[src/rtl/utsan_pkg.sv]
package utsan_pkg;

	localparam logic [7:0] CH_BSL = 8'h5c;
	localparam logic [7:0] CH_X   = 8'h78;
	localparam logic [7:0] CH_U   = 8'h75;
	localparam logic [7:0] CH_N   = 8'h6e;
	localparam logic [7:0] CH_R   = 8'h72;
	localparam logic [7:0] CH_T   = 8'h74;

	localparam logic [20:0] CP_TAB    = 21'h00009;
	localparam logic [20:0] CP_LF     = 21'h0000a;
	localparam logic [20:0] CP_CR     = 21'h0000d;
	localparam logic [20:0] CP_SPACE  = 21'h00020;
	localparam logic [20:0] CP_DEL    = 21'h0007f;
	localparam logic [20:0] CP_C1_END = 21'h0009f;
	localparam logic [20:0] CP_LSEP   = 21'h02028;
	localparam logic [20:0] CP_PSEP   = 21'h02029;
	localparam logic [20:0] CP_EMB_LO = 21'h0202a;
	localparam logic [20:0] CP_EMB_HI = 21'h0202e;
	localparam logic [20:0] CP_ISO_LO = 21'h02066;
	localparam logic [20:0] CP_ISO_HI = 21'h02069;

	localparam logic [7:0] B_LEAD2_LO = 8'hc2;
	localparam logic [7:0] B_LEAD2_HI = 8'hdf;
	localparam logic [7:0] B_LEAD3_LO = 8'he0;
	localparam logic [7:0] B_LEAD3_HI = 8'hef;
	localparam logic [7:0] B_LEAD4_LO = 8'hf0;
	localparam logic [7:0] B_LEAD4_HI = 8'hf4;
	localparam logic [7:0] B_LEAD_SUR = 8'hed;
	localparam logic [7:0] B_CONT_LO  = 8'h80;
	localparam logic [7:0] B_CONT_HI  = 8'hbf;
	localparam logic [7:0] B_E0_LO    = 8'ha0;
	localparam logic [7:0] B_F0_LO    = 8'h90;
	localparam logic [7:0] B_ED_HI    = 8'h9f;
	localparam logic [7:0] B_F4_HI    = 8'h8f;

	typedef struct packed {
		logic [7:0] in_byte;
		logic       text_last;
	} in_item_t;

	typedef struct packed {
		logic [7:0] out_byte;
		logic       run_last;
		logic       text_done;
	} out_item_t;

	typedef enum logic [1:0] {
		MK_NONE,
		MK_ESC,
		MK_HEX4,
		MK_RAW
	} main_kind_t;

	// hex escapes: pend[0..hx_k-1], then extra if extra_v; then the main part
	typedef struct packed {
		logic [2:0][7:0] pend;
		logic [1:0]      hx_k;
		logic            extra_v;
		logic [7:0]      extra;
		main_kind_t      kind;
		logic [2:0]      mlen;
		logic [3:0][7:0] mdat;
		logic            last;
	} job_t;

	function automatic logic [7:0] hex_digit(input logic [3:0] n);
		logic [7:0] d;
		if (n < 4'd10) begin
			d = 8'h30 + {4'd0, n};
		end else begin
			d = 8'h57 + {4'd0, n};
		end
		return d;
	endfunction

endpackage

[src/rtl/utsan_front.sv]
module utsan_front (
	input  logic                clk,
	input  logic                arst_n,
	input  utsan_pkg::in_item_t item,
	input  logic                accept,
	output utsan_pkg::job_t     job,
	output logic                job_nonempty
);
	import utsan_pkg::*;

	logic [2:0][7:0] pend_q;
	logic [1:0]      cnt_q;
	logic [2:0]      len_q;

	logic [2:0][7:0] pend_d;
	logic [1:0]      cnt_d;
	logic [2:0]      len_d;

	logic [7:0]  b;
	logic        last;
	logic        ok, flush, start, buf_cont, complete;
	logic        start_lead, start_ascii, start_bad, have_cp;
	logic [2:0]  lead_len;
	logic [20:0] cp;
	logic [3:0][7:0] seq;
	logic [2:0]  seq_len;

	function automatic logic cont_ok(input logic [7:0] lead, input logic [1:0] pos,
			input logic [7:0] c);
		logic [7:0] lo;
		logic [7:0] hi;
		lo = B_CONT_LO;
		hi = B_CONT_HI;
		if (pos == 2'd1) begin
			if (lead == B_LEAD3_LO) lo = B_E0_LO;
			else if (lead == B_LEAD4_LO) lo = B_F0_LO;
			if (lead == B_LEAD_SUR) hi = B_ED_HI;
			else if (lead == B_LEAD4_HI) hi = B_F4_HI;
		end
		return (c >= lo) && (c <= hi);
	endfunction

	always_comb begin
		b    = item.in_byte;
		last = item.text_last;

		ok       = (cnt_q != 2'd0) && cont_ok(pend_q[0], cnt_q, b);
		flush    = (cnt_q != 2'd0) && !ok;
		start    = !ok;
		buf_cont = ok && (({1'b0, cnt_q} + 3'd1) < len_q);
		complete = ok && !buf_cont;

		if (b >= B_LEAD2_LO && b <= B_LEAD2_HI) lead_len = 3'd2;
		else if (b >= B_LEAD3_LO && b <= B_LEAD3_HI) lead_len = 3'd3;
		else if (b >= B_LEAD4_LO && b <= B_LEAD4_HI) lead_len = 3'd4;
		else lead_len = 3'd0;

		start_ascii = start && !b[7];
		start_lead  = start && (lead_len != 3'd0);
		start_bad   = start && b[7] && (lead_len == 3'd0);
		have_cp     = start_ascii || complete;

		seq = '0;
		if (start_ascii) begin
			cp      = {13'd0, b};
			seq[0]  = b;
			seq_len = 3'd1;
		end else begin
			case (len_q)
				3'd2: begin
					cp      = {10'd0, pend_q[0][4:0], b[5:0]};
					seq[0]  = pend_q[0];
					seq[1]  = b;
					seq_len = 3'd2;
				end
				3'd3: begin
					cp      = {5'd0, pend_q[0][3:0], pend_q[1][5:0], b[5:0]};
					seq[0]  = pend_q[0];
					seq[1]  = pend_q[1];
					seq[2]  = b;
					seq_len = 3'd3;
				end
				default: begin
					cp      = {pend_q[0][2:0], pend_q[1][5:0], pend_q[2][5:0], b[5:0]};
					seq[0]  = pend_q[0];
					seq[1]  = pend_q[1];
					seq[2]  = pend_q[2];
					seq[3]  = b;
					seq_len = 3'd4;
				end
			endcase
		end

		job.pend    = pend_q;
		job.hx_k    = (flush || (last && buf_cont)) ? cnt_q : 2'd0;
		job.extra_v = 1'b0;
		job.extra   = b;
		job.kind    = MK_NONE;
		job.mlen    = seq_len;
		job.mdat    = seq;
		job.last    = last;

		if (have_cp) begin
			if (cp == CP_LF) begin
				job.kind    = MK_ESC;
				job.mdat[0] = CH_N;
			end else if (cp == CP_CR) begin
				job.kind    = MK_ESC;
				job.mdat[0] = CH_R;
			end else if (cp == CP_TAB) begin
				job.kind    = MK_ESC;
				job.mdat[0] = CH_T;
			end else if (cp < CP_SPACE || (cp >= CP_DEL && cp <= CP_C1_END)) begin
				job.extra_v = 1'b1;
				job.extra   = cp[7:0];
			end else if (cp == CP_LSEP || cp == CP_PSEP ||
					(cp >= CP_EMB_LO && cp <= CP_EMB_HI) ||
					(cp >= CP_ISO_LO && cp <= CP_ISO_HI)) begin
				job.kind    = MK_HEX4;
				job.mdat[0] = cp[15:8];
				job.mdat[1] = cp[7:0];
			end else begin
				job.kind = MK_RAW;
			end
		end
		if (start_bad || (last && (start_lead || buf_cont))) begin
			job.extra_v = 1'b1;
			job.extra   = b;
		end

		job_nonempty = job.extra_v || (job.hx_k != 2'd0) || (job.kind != MK_NONE);

		pend_d = pend_q;
		cnt_d  = 2'd0;
		len_d  = 3'd0;
		if (start_lead) begin
			pend_d[0] = b;
			cnt_d     = 2'd1;
			len_d     = lead_len;
		end else if (buf_cont) begin
			case (cnt_q)
				2'd1:    pend_d[1] = b;
				default: pend_d[2] = b;
			endcase
			cnt_d = cnt_q + 2'd1;
			len_d = len_q;
		end
		if (last) begin
			cnt_d = 2'd0;
			len_d = 3'd0;
		end
	end

	always_ff @(posedge clk) begin
		if (accept) begin
			pend_q <= pend_d;
		end
	end

	always_ff @(posedge clk or negedge arst_n) begin
		if (!arst_n) begin
			cnt_q <= 2'd0;
			len_q <= 3'd0;
		end else if (accept) begin
			cnt_q <= cnt_d;
			len_q <= len_d;
		end
	end

`ifndef SYNTHESIS
	a_len_consistent: assert property (@(posedge clk) disable iff (!arst_n)
		(cnt_q != 2'd0) |-> (len_q > {1'b0, cnt_q}) && (len_q <= 3'd4))
		else $error("pending count does not fit sequence length");

	a_idle_len_zero: assert property (@(posedge clk) disable iff (!arst_n)
		(cnt_q == 2'd0) |-> (len_q == 3'd0))
		else $error("sequence length set with empty buffer");

	a_last_clears: assert property (@(posedge clk) disable iff (!arst_n)
		(accept && item.text_last) |=> (cnt_q == 2'd0))
		else $error("buffer not empty after final byte");
`endif

endmodule

[src/rtl/utsan_fifo.sv]
module utsan_fifo #(
	parameter int DEPTH = 4
) (
	input  logic            clk,
	input  logic            arst_n,
	input  logic            push,
	input  utsan_pkg::job_t push_data,
	output logic            full,
	input  logic            pop,
	output utsan_pkg::job_t head,
	output logic            nonempty
);
	import utsan_pkg::*;

	localparam int AW = (DEPTH > 1) ? $clog2(DEPTH) : 1;
	localparam int CW = $clog2(DEPTH + 1);

	job_t            mem [DEPTH];
	logic [AW-1:0]   wr_q;
	logic [AW-1:0]   rd_q;
	logic [CW-1:0]   count_q;

	assign full     = (count_q == CW'(DEPTH));
	assign nonempty = (count_q != '0);
	assign head     = mem[rd_q];

	always_ff @(posedge clk) begin
		if (push) begin
			mem[wr_q] <= push_data;
		end
	end

	always_ff @(posedge clk or negedge arst_n) begin
		if (!arst_n) begin
			wr_q    <= '0;
			rd_q    <= '0;
			count_q <= '0;
		end else begin
			if (push) begin
				wr_q <= (wr_q == AW'(DEPTH - 1)) ? '0 : wr_q + AW'(1);
			end
			if (pop) begin
				rd_q <= (rd_q == AW'(DEPTH - 1)) ? '0 : rd_q + AW'(1);
			end
			case ({push, pop})
				2'b10:   count_q <= count_q + CW'(1);
				2'b01:   count_q <= count_q - CW'(1);
				default: count_q <= count_q;
			endcase
		end
	end

endmodule

[src/rtl/utsan_back.sv]
module utsan_back (
	input  logic                 clk,
	input  logic                 arst_n,
	input  utsan_pkg::job_t      head,
	input  logic                 head_valid,
	output logic                 pop,
	output logic                 valid,
	input  logic                 stall,
	output utsan_pkg::out_item_t item
);
	import utsan_pkg::*;

	job_t       cur_q;
	logic       cur_v_q;
	logic [3:0] pos_q;

	logic [2:0] hx_cnt;
	logic [4:0] hexbase;
	logic [2:0] main_len;
	logic [4:0] total;
	logic [4:0] pos5;
	logic [4:0] mp5;
	logic [2:0] mp;
	logic [7:0] hv;
	logic [7:0] ob;
	logic       last_byte;
	logic       accept;
	logic       load;

	always_comb begin
		hx_cnt  = {1'b0, cur_q.hx_k} + {2'd0, cur_q.extra_v};
		hexbase = {hx_cnt, 2'b00};
		case (cur_q.kind)
			MK_ESC:  main_len = 3'd2;
			MK_HEX4: main_len = 3'd6;
			MK_RAW:  main_len = cur_q.mlen;
			default: main_len = 3'd0;
		endcase
		total = hexbase + {2'd0, main_len};
		pos5  = {1'b0, pos_q};
		mp5   = pos5 - hexbase;
		mp    = mp5[2:0];

		case (pos_q[3:2])
			2'd0:    hv = (cur_q.hx_k > 2'd0) ? cur_q.pend[0] : cur_q.extra;
			2'd1:    hv = (cur_q.hx_k > 2'd1) ? cur_q.pend[1] : cur_q.extra;
			2'd2:    hv = (cur_q.hx_k > 2'd2) ? cur_q.pend[2] : cur_q.extra;
			default: hv = cur_q.extra;
		endcase

		if (pos5 < hexbase) begin
			case (pos_q[1:0])
				2'd0:    ob = CH_BSL;
				2'd1:    ob = CH_X;
				2'd2:    ob = hex_digit(hv[7:4]);
				default: ob = hex_digit(hv[3:0]);
			endcase
		end else begin
			case (cur_q.kind)
				MK_ESC: begin
					ob = (mp == 3'd0) ? CH_BSL : cur_q.mdat[0];
				end
				MK_HEX4: begin
					case (mp)
						3'd0:    ob = CH_BSL;
						3'd1:    ob = CH_U;
						3'd2:    ob = hex_digit(cur_q.mdat[0][7:4]);
						3'd3:    ob = hex_digit(cur_q.mdat[0][3:0]);
						3'd4:    ob = hex_digit(cur_q.mdat[1][7:4]);
						default: ob = hex_digit(cur_q.mdat[1][3:0]);
					endcase
				end
				default: ob = cur_q.mdat[mp[1:0]];
			endcase
		end

		last_byte      = (pos5 == total - 5'd1);
		item.out_byte  = ob;
		item.run_last  = last_byte;
		item.text_done = last_byte && cur_q.last;
		valid          = cur_v_q;
		accept         = cur_v_q && !stall;
		load           = !cur_v_q || (accept && last_byte);
		pop            = load && head_valid;
	end

	always_ff @(posedge clk) begin
		if (pop) begin
			cur_q <= head;
		end
	end

	always_ff @(posedge clk or negedge arst_n) begin
		if (!arst_n) begin
			cur_v_q <= 1'b0;
			pos_q   <= 4'd0;
		end else if (load) begin
			cur_v_q <= head_valid;
			pos_q   <= 4'd0;
		end else if (accept) begin
			pos_q <= pos_q + 4'd1;
		end
	end

`ifndef SYNTHESIS
	a_pos_in_job: assert property (@(posedge clk) disable iff (!arst_n)
		cur_v_q |-> ({1'b0, pos_q} < total))
		else $error("byte position beyond job length");

	a_job_continues: assert property (@(posedge clk) disable iff (!arst_n)
		(accept && !last_byte) |=> cur_v_q && (pos_q == $past(pos_q) + 4'd1))
		else $error("job dropped before its last byte");

	a_hold_on_stall: assert property (@(posedge clk) disable iff (!arst_n)
		(cur_v_q && stall) |=> cur_v_q && $stable(pos_q))
		else $error("position moved while stalled");
`endif

endmodule

[src/rtl/utf8_terminal_sanitizer.sv]
// UTF-8 terminal sanitizer.
// Input channel raw (raw_valid / raw_stall): one text byte per transaction,
// text_last marks the final byte of a text. Output channel safe
// (safe_valid / safe_stall): one sanitized byte per transaction; run_last
// marks the last byte caused by one input byte, text_done the last byte of
// the text. Input bytes that only extend a pending sequence yield no output.
// The first output byte of an input byte passes the job queue register and is
// then registered into the expansion stage. Throughput: one input byte per
// cycle while each yields at most one output byte and safe_stall is low; an
// input byte may yield up to 16 output bytes, which the expansion stage sends
// one per cycle while safe_stall is low. A queue of QUEUE_DEPTH decoded jobs
// separates decode and expansion, so input keeps flowing during escapes
// until the queue fills, then raw_stall rises.
// Reset empties the pending sequence buffer and the queue; no output is
// valid afterwards. While safe_stall is high the current byte holds.
module utf8_terminal_sanitizer #(
	parameter int QUEUE_DEPTH = 4
) (
	input  logic                 clk,
	input  logic                 arst_n,
	input  logic                 raw_valid,
	output logic                 raw_stall,
	input  utsan_pkg::in_item_t  raw,
	output logic                 safe_valid,
	input  logic                 safe_stall,
	output utsan_pkg::out_item_t safe
);
	import utsan_pkg::*;

	job_t job;
	job_t head;
	logic job_nonempty;
	logic full;
	logic head_valid;
	logic pop;
	logic accept;

	assign raw_stall = full;
	assign accept    = raw_valid && !full;

	utsan_front u_front (
		.clk          (clk),
		.arst_n       (arst_n),
		.item         (raw),
		.accept       (accept),
		.job          (job),
		.job_nonempty (job_nonempty)
	);

	utsan_fifo #(
		.DEPTH (QUEUE_DEPTH)
	) u_fifo (
		.clk       (clk),
		.arst_n    (arst_n),
		.push      (accept && job_nonempty),
		.push_data (job),
		.full      (full),
		.pop       (pop),
		.head      (head),
		.nonempty  (head_valid)
	);

	utsan_back u_back (
		.clk        (clk),
		.arst_n     (arst_n),
		.head       (head),
		.head_valid (head_valid),
		.pop        (pop),
		.valid      (safe_valid),
		.stall      (safe_stall),
		.item       (safe)
	);

endmodule

[config.mk]
export PLATFORM = sky130hd
export DESIGN_NAME = utf8_terminal_sanitizer
export DESIGN_NICKNAME = d
export VERILOG_FILES = /design/src/rtl/utsan_pkg.sv /design/src/rtl/utsan_front.sv /design/src/rtl/utsan_fifo.sv /design/src/rtl/utsan_back.sv /design/src/rtl/utf8_terminal_sanitizer.sv
export SDC_FILE = /design/constraint.sdc
export NUM_CORES = 1
export LEC_CHECK = 0
export BUFFER_PORTS_ARGS = -buffer_cell sky130_fd_sc_hd__buf_4
export CAP_MARGIN = 0
export CORE_ASPECT_RATIO = 0.6
export CORE_MARGIN = 5
export CORE_UTILIZATION = 50
export CTS_BUF_LIST = sky130_fd_sc_hd__clkbuf_16
export DETAILED_ROUTE_END_ITERATION = 10
export PLACE_DENSITY = 0.63
export SYNTH_ARGS = -nofsm -noshare
export SYNTH_HDL_FRONTEND = slang
export SYNTH_SLANG_ARGS = --single-unit
[constraint.sdc]
create_clock -name clk -period 16.65 [get_ports clk]
set_clock_uncertainty 0.1 [all_clocks]
set_input_delay 1.665 -clock clk [delete_from_list [all_inputs] [get_ports clk]]
set_output_delay 1.665 -clock clk [all_outputs]
set_load 0.005 [all_outputs]
==> impl_metrics.env, run 1 <==
export IMPL_area_growth_synth_to_final_pct=10.2
export IMPL_grt_antenna_before_repair=6
export IMPL_ys_warnings_count=0
export IMPL_nFillCells=2775
export IMPL_grt_overflow=0
export IMPL_hold_buffers=0
export IMPL_gp_congestion=0.950
export IMPL_cts_clk_slew_worst_paths_ns=0.07
export IMPL_pre_cts_ws_ns=10.59
export IMPL_hold_violations=0
export IMPL_post_place_cells=1579
export IMPL_worstHoldStart="u_fifo.count_q[2]"
export IMPL_pwr_share_seq=0.463
export IMPL_final_max_slew_viol_count=0
export IMPL_combPwrFrac=0.266
export IMPL_synth_ff_type="edfxtp_1"
export IMPL_p_sw_uw=957
export IMPL_multiInputGateArea_um2=5480
export IMPL_hold_worst_slack_ns=0.417
export IMPL_hpwl_um=30500
export IMPL_ir_drop_v=0.000101
export IMPL_timing_rr_start="u_front.job[54]"
export IMPL_syn_num_nets=1186
export IMPL_yosysMostFrequentCell="edfxtp_1"
export IMPL_post_cts_setup_buffer_count=0
export IMPL_tightest_slew_ns=0.955
export IMPL_grt_pass1_wl_um=66200
export IMPL_endpoint_kind="output port"
export IMPL_clock_fmax_mhz=175
export IMPL_synth_edf_count=389
export IMPL_min_path_cells=1
export IMPL_die_x_um=255
export IMPL_die_area_um2=40000
export IMPL_drive_above_1_share=0.172
export IMPL_syn_cell_area_um2=18000
export IMPL_hold_path_class="reg2reg"
export IMPL_status="finished clean"
export IMPL_power_density_nw_per_um2=156
export IMPL_r2r_cells=12
export IMPL_drt_iter0_drc=1270
export IMPL_cts_buffers_inserted=38
export IMPL_yosysTopAreaCell="edfxtp_1"
export IMPL_clk_latency_ns=0.55
export IMPL_ys_top_cells_by_count="389 x edfxtp_1, 81 x mux4_2, 79 x nand2_1, 51 x a21oi_1, 47 x inv_1"
export IMPL_clkPwrFrac=0.271
export IMPL_crit_path_max_fanout=18
export IMPL_coreArea_um2=35300
export IMPL_start_util=0.510
export IMPL_routed_wl_um=44600
export IMPL_synth_top_area_share=0.649
export IMPL_leakagePower_nw=6.58
export IMPL_critical_path_arrival_ns=3.95
export IMPL_finalWorstSetupSlack_ns=10.94
export IMPL_min_period_over_period=0.343
export IMPL_maxCapViolCount=0
export IMPL_path_class="reg2out"
export IMPL_grt_pass1_vias=9837
export IMPL_p_sw_frac=0.309
export IMPL_grt_max_degree=70
export IMPL_htreeDepth=2
export IMPL_seq_area_frac_synth=0.673
export IMPL_synth_area_top_cells="edfxtp_1 65%, mux4_2 10%, ha_1 2.6%, dfrtp_1 2.4%, nand2_1 1.6%"
export IMPL_firstDrtPassIters=7
export IMPL_root_buffer="clkbuf_16"
export IMPL_r2r_end="u_fifo.mem[2][10]"
export IMPL_synth_seq_cells=406
export IMPL_ff2ff_setup_slack_ns=11.31
export IMPL_yosysUniqueCellTypes=78
export IMPL_route_detailed_drc=0
export IMPL_required_ns=14.88
export IMPL_start_kind="register"
export IMPL_hold_end="u_fifo.count_q[2]"
export IMPL_cts_sinks=406
export IMPL_async_reset_ff_frac=0.0419
export IMPL_clock_path_buffers=3
export IMPL_vias=10288
export IMPL_synthCells=1134
export IMPL_cts_resized=0
export IMPL_postRouteAntennaNets=0
export IMPL_intPower_mw=2.14
export IMPL_grt_total_usage=0.226
export IMPL_wl_per_cell_um=27.1
export IMPL_setup_tns_ns=0
export IMPL_slew_headroom=0.363
export IMPL_register_area_um2=12100
export IMPL_period_needed_ns=5.71
export IMPL_fp_dieH_um=157
export IMPL_io_buffers=24
export IMPL_ios=25
export IMPL_fin_nets=1204
export IMPL_syn_area_per_cell_um2=15.9
export IMPL_via_per_inst=6.25
export IMPL_rsz0062_at_grt="no"
export IMPL_setup_viol=0
export IMPL_cts_tree="built"
export IMPL_rows=53
export IMPL_layout_cells_non_filler=1647
## area by class of cell
cell class | instances | share of cell area
Sequential cell | 406 | 0.611
Multi-Input combinational cell | 622 | 0.276
Clock buffer | 39 | 0.0492
Tap cell | 467 | 0.0295
Timing Repair Buffer | 36 | 0.0136
Clock inverter | 28 | 0.0110
Inverter | 48 | 0.00915
Antenna cell | 1 | 0.000126
## sequential cells by signal, indices dropped and copies added, names as in the netlist
| register | cells |
|---|---|
| u_back.valid | 1 |
| u_fifo.wr_q | 2 |
| u_front.job | 24 |
| u_front.len_q | 3 |
| u_fifo.rd_q | 2 |
| u_back.cur_q | 73 |
| u_fifo.count_q | 3 |
| u_front.cnt_q | 2 |
| u_back.pos_q | 4 |
| u_fifo.mem | 292 |
## how the worst max path moves through the flow
| stage | start | to | slack [ns] | depth (start not counted) |
|---|---|---|---|---|
| 2_1_floorplan | raw[5] | u_fifo.mem[0][0] | 10.88 | 8 |
| 3_3_place_gp | raw[5] | u_fifo.mem[3][65] | 10.65 | 10 |
| 3_5_place_dp | raw[5] | u_fifo.mem[3][66] | 10.59 | 10 |
| 4_1_cts | u_back.pos_q[2] | safe[4] | 10.91 | 10 |
| 5_1_grt | u_back.pos_q[2] | safe[4] | 10.69 | 10 |
| 6_report | u_back.pos_q[2] | safe[4] | 10.94 | 10 |
## per-stage QoR
stage           util  power [mW]  instance area [um^2]
6_report       0.562        3.10                 19800
5_1_grt        0.562        3.24                 19800
4_1_cts        0.562        3.12                 19800
3_5_place_dp   0.528        2.28                 18600
3_3_place_gp   0.528        2.27                 18600
2_1_floorplan      -        1.96                 18000
## kinds of logic (layout without fill, tap and decap cells)
group / count (synthesis) / in the layout / synth area share
flops: 406 / 406 / 0.673
simple gates: 262 / 262 / 0.0759
other cells: 0 / 1 / 0
xor+xnor: 17 / 17 / 0.00828
buf+inv: 106 / 151 / 0.0232
fa+ha+maj: 39 / 39 / 0.0280
compound gates: 197 / 197 / 0.0748
mux: 107 / 107 / 0.117
## metal layers
layer,share of wire,global-route usage,vias to the layer above
met2,0.40,0.289,473
met4,0.012,0.0442,0
met3,0.097,0.0596,40
met5,0,0,-
met1,0.49,0.387,5239
li1,-,-,4536
## cells in the final DEF (no fill, tap or decap), types with 9 or more instances in the layout
| cell type | synthesis | layout |
|---|---|---|
| edfxtp_1 | 389 | 389 |
| inv_1 | 47 | 53 |
| buf_4 | 1 | 36 |
| nor2b_1 | 16 | 16 |
| xnor2_1 | 11 | 11 |
| nand2_1 | 79 | 79 |
| nor3_1 | 14 | 14 |
| mux2i_1 | 13 | 13 |
| ha_1 | 37 | 37 |
| mux2_2 | 12 | 12 |
| o21ai_0 | 33 | 33 |
| and3_1 | 10 | 10 |
| a21oi_1 | 51 | 51 |
| o211ai_1 | 9 | 9 |
| clkbuf_16 | 0 | 39 |
| dfrtp_1 | 17 | 15 |
| clkinv_1 | 1 | 9 |
| clkinv_2 | 0 | 9 |
| nand3_1 | 36 | 36 |
| a31oi_1 | 9 | 9 |
| mux4_2 | 81 | 81 |
| nor2_1 | 38 | 38 |
| and2_1 | 16 | 12 |
## critical path, stage by stage, from the launching register on
cell and delay (ns):
dfrtp_1 0.76, clkinv_1 0.44, ha_1 0.56, nor2b_1 0.45, a31o_2 0.21, o21ai_0 0.09, a221o_1 0.26, a31oi_1 0.17
o211ai_1 0.12, and3_1 0.21, buf_4 0.13
## power groups by stage
stage | combinational (mW) | clock (mW) | sequential (mW)
final | 0.825 | 0.839 | 1.43
after global routing | 0.890 | 0.900 | 1.45
after CTS | 0.826 | 0.853 | 1.44
after detailed placement | 0.824 | 0 | 1.46
after global placement | 0.817 | 0 | 1.45
after floorplan | 0.581 | 0 | 1.38
(Power assumes the default switching activity.)
==> run 2, diff against run 1 <==
--- a/config.mk
+++ b/config.mk
@@ -5,6 +5,7 @@
 export SDC_FILE = /design/constraint.sdc
 export NUM_CORES = 1
 export LEC_CHECK = 0
+export ABC_AREA = 1
 export BUFFER_PORTS_ARGS = -buffer_cell sky130_fd_sc_hd__buf_4
 export CAP_MARGIN = 0
 export CORE_ASPECT_RATIO = 0.6
@@ -12,7 +13,7 @@
 export CORE_UTILIZATION = 50
 export CTS_BUF_LIST = sky130_fd_sc_hd__clkbuf_16
 export DETAILED_ROUTE_END_ITERATION = 10
-export PLACE_DENSITY = 0.63
+export PLACE_DENSITY = 0.65
 export SYNTH_ARGS = -nofsm -noshare
 export SYNTH_HDL_FRONTEND = slang
 export SYNTH_SLANG_ARGS = --single-unit
==> constraint.sdc (replaced) <==
create_clock -name clk -period 4.7 [get_ports clk]
set_clock_uncertainty 0.1 [all_clocks]
set_input_delay 0.47 -clock clk [delete_from_list [all_inputs] [get_ports clk]]
set_output_delay 0.47 -clock clk [all_outputs]
set_load 0.005 [all_outputs]
==> impl_metrics.env, run 2 <==
export IMPL_maxCapViolCount=0
export IMPL_synth_area_top_cells="edfxtp_1 64%, o21ai_0 6.3%, nor2_1 4.9%, nand2_1 3.8%, inv_1 2.7%"
export IMPL_largest_reg_flops=292
export IMPL_cts_sinks=406
export IMPL_yosysUniqueCellTypes=48
export IMPL_fp_dieH_um=158
export IMPL_min_period_over_period=0.930
export IMPL_setup_viol=0
export IMPL_synthCells=1639
export IMPL_firstDrtPassIters=5
export IMPL_grt_antenna_before_repair=2
export IMPL_syn_num_nets=1691
export IMPL_slew_headroom=0.299
export IMPL_critical_path_arrival_ns=4.43
export IMPL_timing_rr_start="u_back.cur_q[36]"
export IMPL_start_kind="register"
export IMPL_ios=25
export IMPL_grt_max_degree=99
export IMPL_io_buffers=24
export IMPL_async_reset_ff_frac=0.0419
export IMPL_rows=54
export IMPL_tightest_slew_ns=1.03
export IMPL_synth_top_family_by_area="compound AO/OA/AOI/OAI gates"
export IMPL_r2r_cells=20
export IMPL_cts_clk_slew_worst_paths_ns=0.07
export IMPL_yosysMostFrequentCell="edfxtp_1"
export IMPL_ff2ff_setup_slack_ns=0.33
export IMPL_gp_congestion=0.924
export IMPL_ys_top_cells_by_count="389 x edfxtp_1, 237 x nor2_1, 231 x o21ai_0, 184 x nand2_1, 133 x inv_1"
export IMPL_root_buffer="clkbuf_16"
export IMPL_synthAdderAreaFrac=0.0276
export IMPL_fin_area_um2=20100
export IMPL_synth_edf_count=389
export IMPL_cts_buffers_inserted=38
export IMPL_leakagePower_nw=7.20
export IMPL_routed_wl_um=48900
export IMPL_layout_commonest_cell="edfxtp_1"
export IMPL_grt_total_usage=0.238
export IMPL_diodes=0
export IMPL_setup_worst_path_end="u_back.cur_q[51]"
export IMPL_required_ns=4.76
export IMPL_muxShareOfSynthArea=0
export IMPL_start_util=0.504
export IMPL_dr_wl_met3_um=5100
export IMPL_endpoint_kind="register"
export IMPL_startpoint="u_back.cur_q[36]"
export IMPL_postRouteAntennaNets=0
export IMPL_hold_path_class="in2reg"
export IMPL_seq_area_frac_synth=0.664
export IMPL_crit_path_max_fanout=77
export IMPL_grt_overflow=0
export IMPL_via_per_inst=5.89
export IMPL_die_area_um2=40500
export IMPL_hpwl_um=32900
export IMPL_clk_latency_ns=0.55
export IMPL_synth_top_area_share=0.641
export IMPL_fin_nets=1703
export IMPL_drive_above_1_share=0.0911
export IMPL_synth_ff_type="edfxtp_1"
export IMPL_yosys_area_share_xor_xnor=0.00336
export IMPL_grt_pass1_vias=11449
export IMPL_met2_length_um=19000
export IMPL_syn_cell_area_um2=18200
export IMPL_synth_compound_area_frac=0.132
export IMPL_post_cts_setup_buffer_count=0
export IMPL_yosysTopAreaCell="edfxtp_1"
export IMPL_ys_warnings_count=0
export IMPL_area_growth_synth_to_final_pct=10.4
export IMPL_drt_iter0_drc=1667
export IMPL_coreArea_um2=36100
export IMPL_post_place_cells=2086
export IMPL_syn_area_per_cell_um2=11.1
export IMPL_synthSimpleGateAreaFrac=0.127
export IMPL_path_class="reg2reg"
export IMPL_hold_violations=0
export IMPL_period_needed_ns=4.37
export IMPL_synth_seq_cells=406
export IMPL_htreeDepth=2
export IMPL_wl_per_cell_um=22.7
export IMPL_final_max_slew_viol_count=0
export IMPL_detailed_place_area_um2=19000
export IMPL_layout_cells_non_filler=2156
export IMPL_drt_met1_wl_um=24000
export IMPL_die_x_um=257
export IMPL_regMostFlops="u_fifo.mem"
export IMPL_clock_fmax_mhz=229
export IMPL_clock_path_buffers=3
export IMPL_cts_tree="built"
export IMPL_mostFrequentLayoutCells="389 x edfxtp_1, 233 x nor2_1, 230 x o21ai_0"
export IMPL_ir_drop_v=0.000402
export IMPL_highest_layer="met4"
export IMPL_route_detailed_drc=0
export IMPL_power_density_nw_per_um2=624
export IMPL_rsz0062_at_grt="no"
export IMPL_r2r_end="u_back.cur_q[51]"
export IMPL_grt_pass1_wl_um=73100
export IMPL_status="finished clean"
export IMPL_vias=12708
==> run 2: cell types whose count changed after synthesis, moves of 14 or more <==
cell	delta
clkbuf_1	+21
nand4_1	+14
nor2b_1	-16
nand2_1	+105
inv_1	+86
mux4_2	-81
nor2_1	+199
o21ai_0	+198
o211ai_1	+15
o22ai_1	+72
and2_1	-16
==> run 2: final cells by class <==
cell class | count | area (um^2)
repair buffers | 44 | 383
inverters | 141 | 536
clock buffers | 39 | 976
multi-input cells | 1020 | 5350
well taps | 476 | 596
flip-flops and latches | 406 | 12100
fillers | 3023 | 16000
clock inverters | 30 | 179
==> run 2: cells by family (layout without fill, tap and decap cells) <==
family          count (synthesis)  in the layout
flops                         406            406
fa+ha+maj                      39             39
buf+inv                       213            254
compound gates                427            427
simple gates                  547            547
xor+xnor                        7              7
==> run 2: through the flow <==
stage / power, mW / utilization / setup WS (ns) / setup TNS, ns / hold slack [ns]
floorplan: 7.90 / - / -0.166 / -48.33 / 0.0744
global placement: 9.63 / 0.524 / 0.367 / 0 / 0.280
detailed placement: 9.68 / 0.524 / 0.288 / 0 / 0.285
CTS: 12.6 / 0.557 / 0.247 / 0 / 0.0441
global route: 13.3 / 0.557 / 0.00770 / 0 / 0.0545
finish: 12.6 / 0.557 / 0.328 / 0 / 0.0637
==> run 2: routing by layer <==
layer	global-route usage	up-vias
met5	0	-
met4	0.0462	0
met3	0.0502	66
met2	0.316	591
met1	0.400	6148
li1	-	5903
==> run 2: repair_timing <==
| item | in CTS | in global routing |
|---|---|---|
| hold buffers | 1 | 0 |
| hold endpoints to repair | 17 | 0 |
| resized for setup | 0 | 2 |
| setup endpoints to repair | 0 | 76 |
==> run 2: worst max-delay path: stages (launching register included) <==
cell	delay, ns
edfxtp_1	0.45
inv_1	0.12
ha_2	0.25
inv_1	0.09
a31oi_2	0.16
inv_1	0.10
ha_1	0.18
inv_1	0.08
fa_1	0.44
nand2_1	0.07
o21ai_0	0.08
a211oi_1	0.18
nand2_1	0.07
nor3_1	0.14
nand3_1	0.16
nand2_1	0.09
nand2_1	0.09
inv_2	0.12
o21ai_2	0.09
clkinvlp_4	0.13
buf_4	0.72
==> run 2: worst min path at each step <==
stage	cells after the start	slack, ns	start	end
floorplan	0	0.07	arst_n	u_back.pos_q[0]
global placement	1	0.28	arst_n	u_fifo.rd_q[0]
detailed placement	1	0.29	arst_n	u_fifo.rd_q[1]
CTS	1	0.04	raw[0]	u_fifo.mem[1][0]
global route	1	0.05	raw[0]	u_fifo.mem[1][0]
finish	1	0.06	raw[0]	u_fifo.mem[3][0]
==> run 2: where the power goes <==
group	internal, mW	total (mW)	leakage, nW	switching (mW)
combinational	1.28	4.47	2.84	3.19
sequential	4.85	5.21	3.76	0.359
clock	1.57	2.89	0.603	1.32
total	7.70	12.6	7.20	4.86
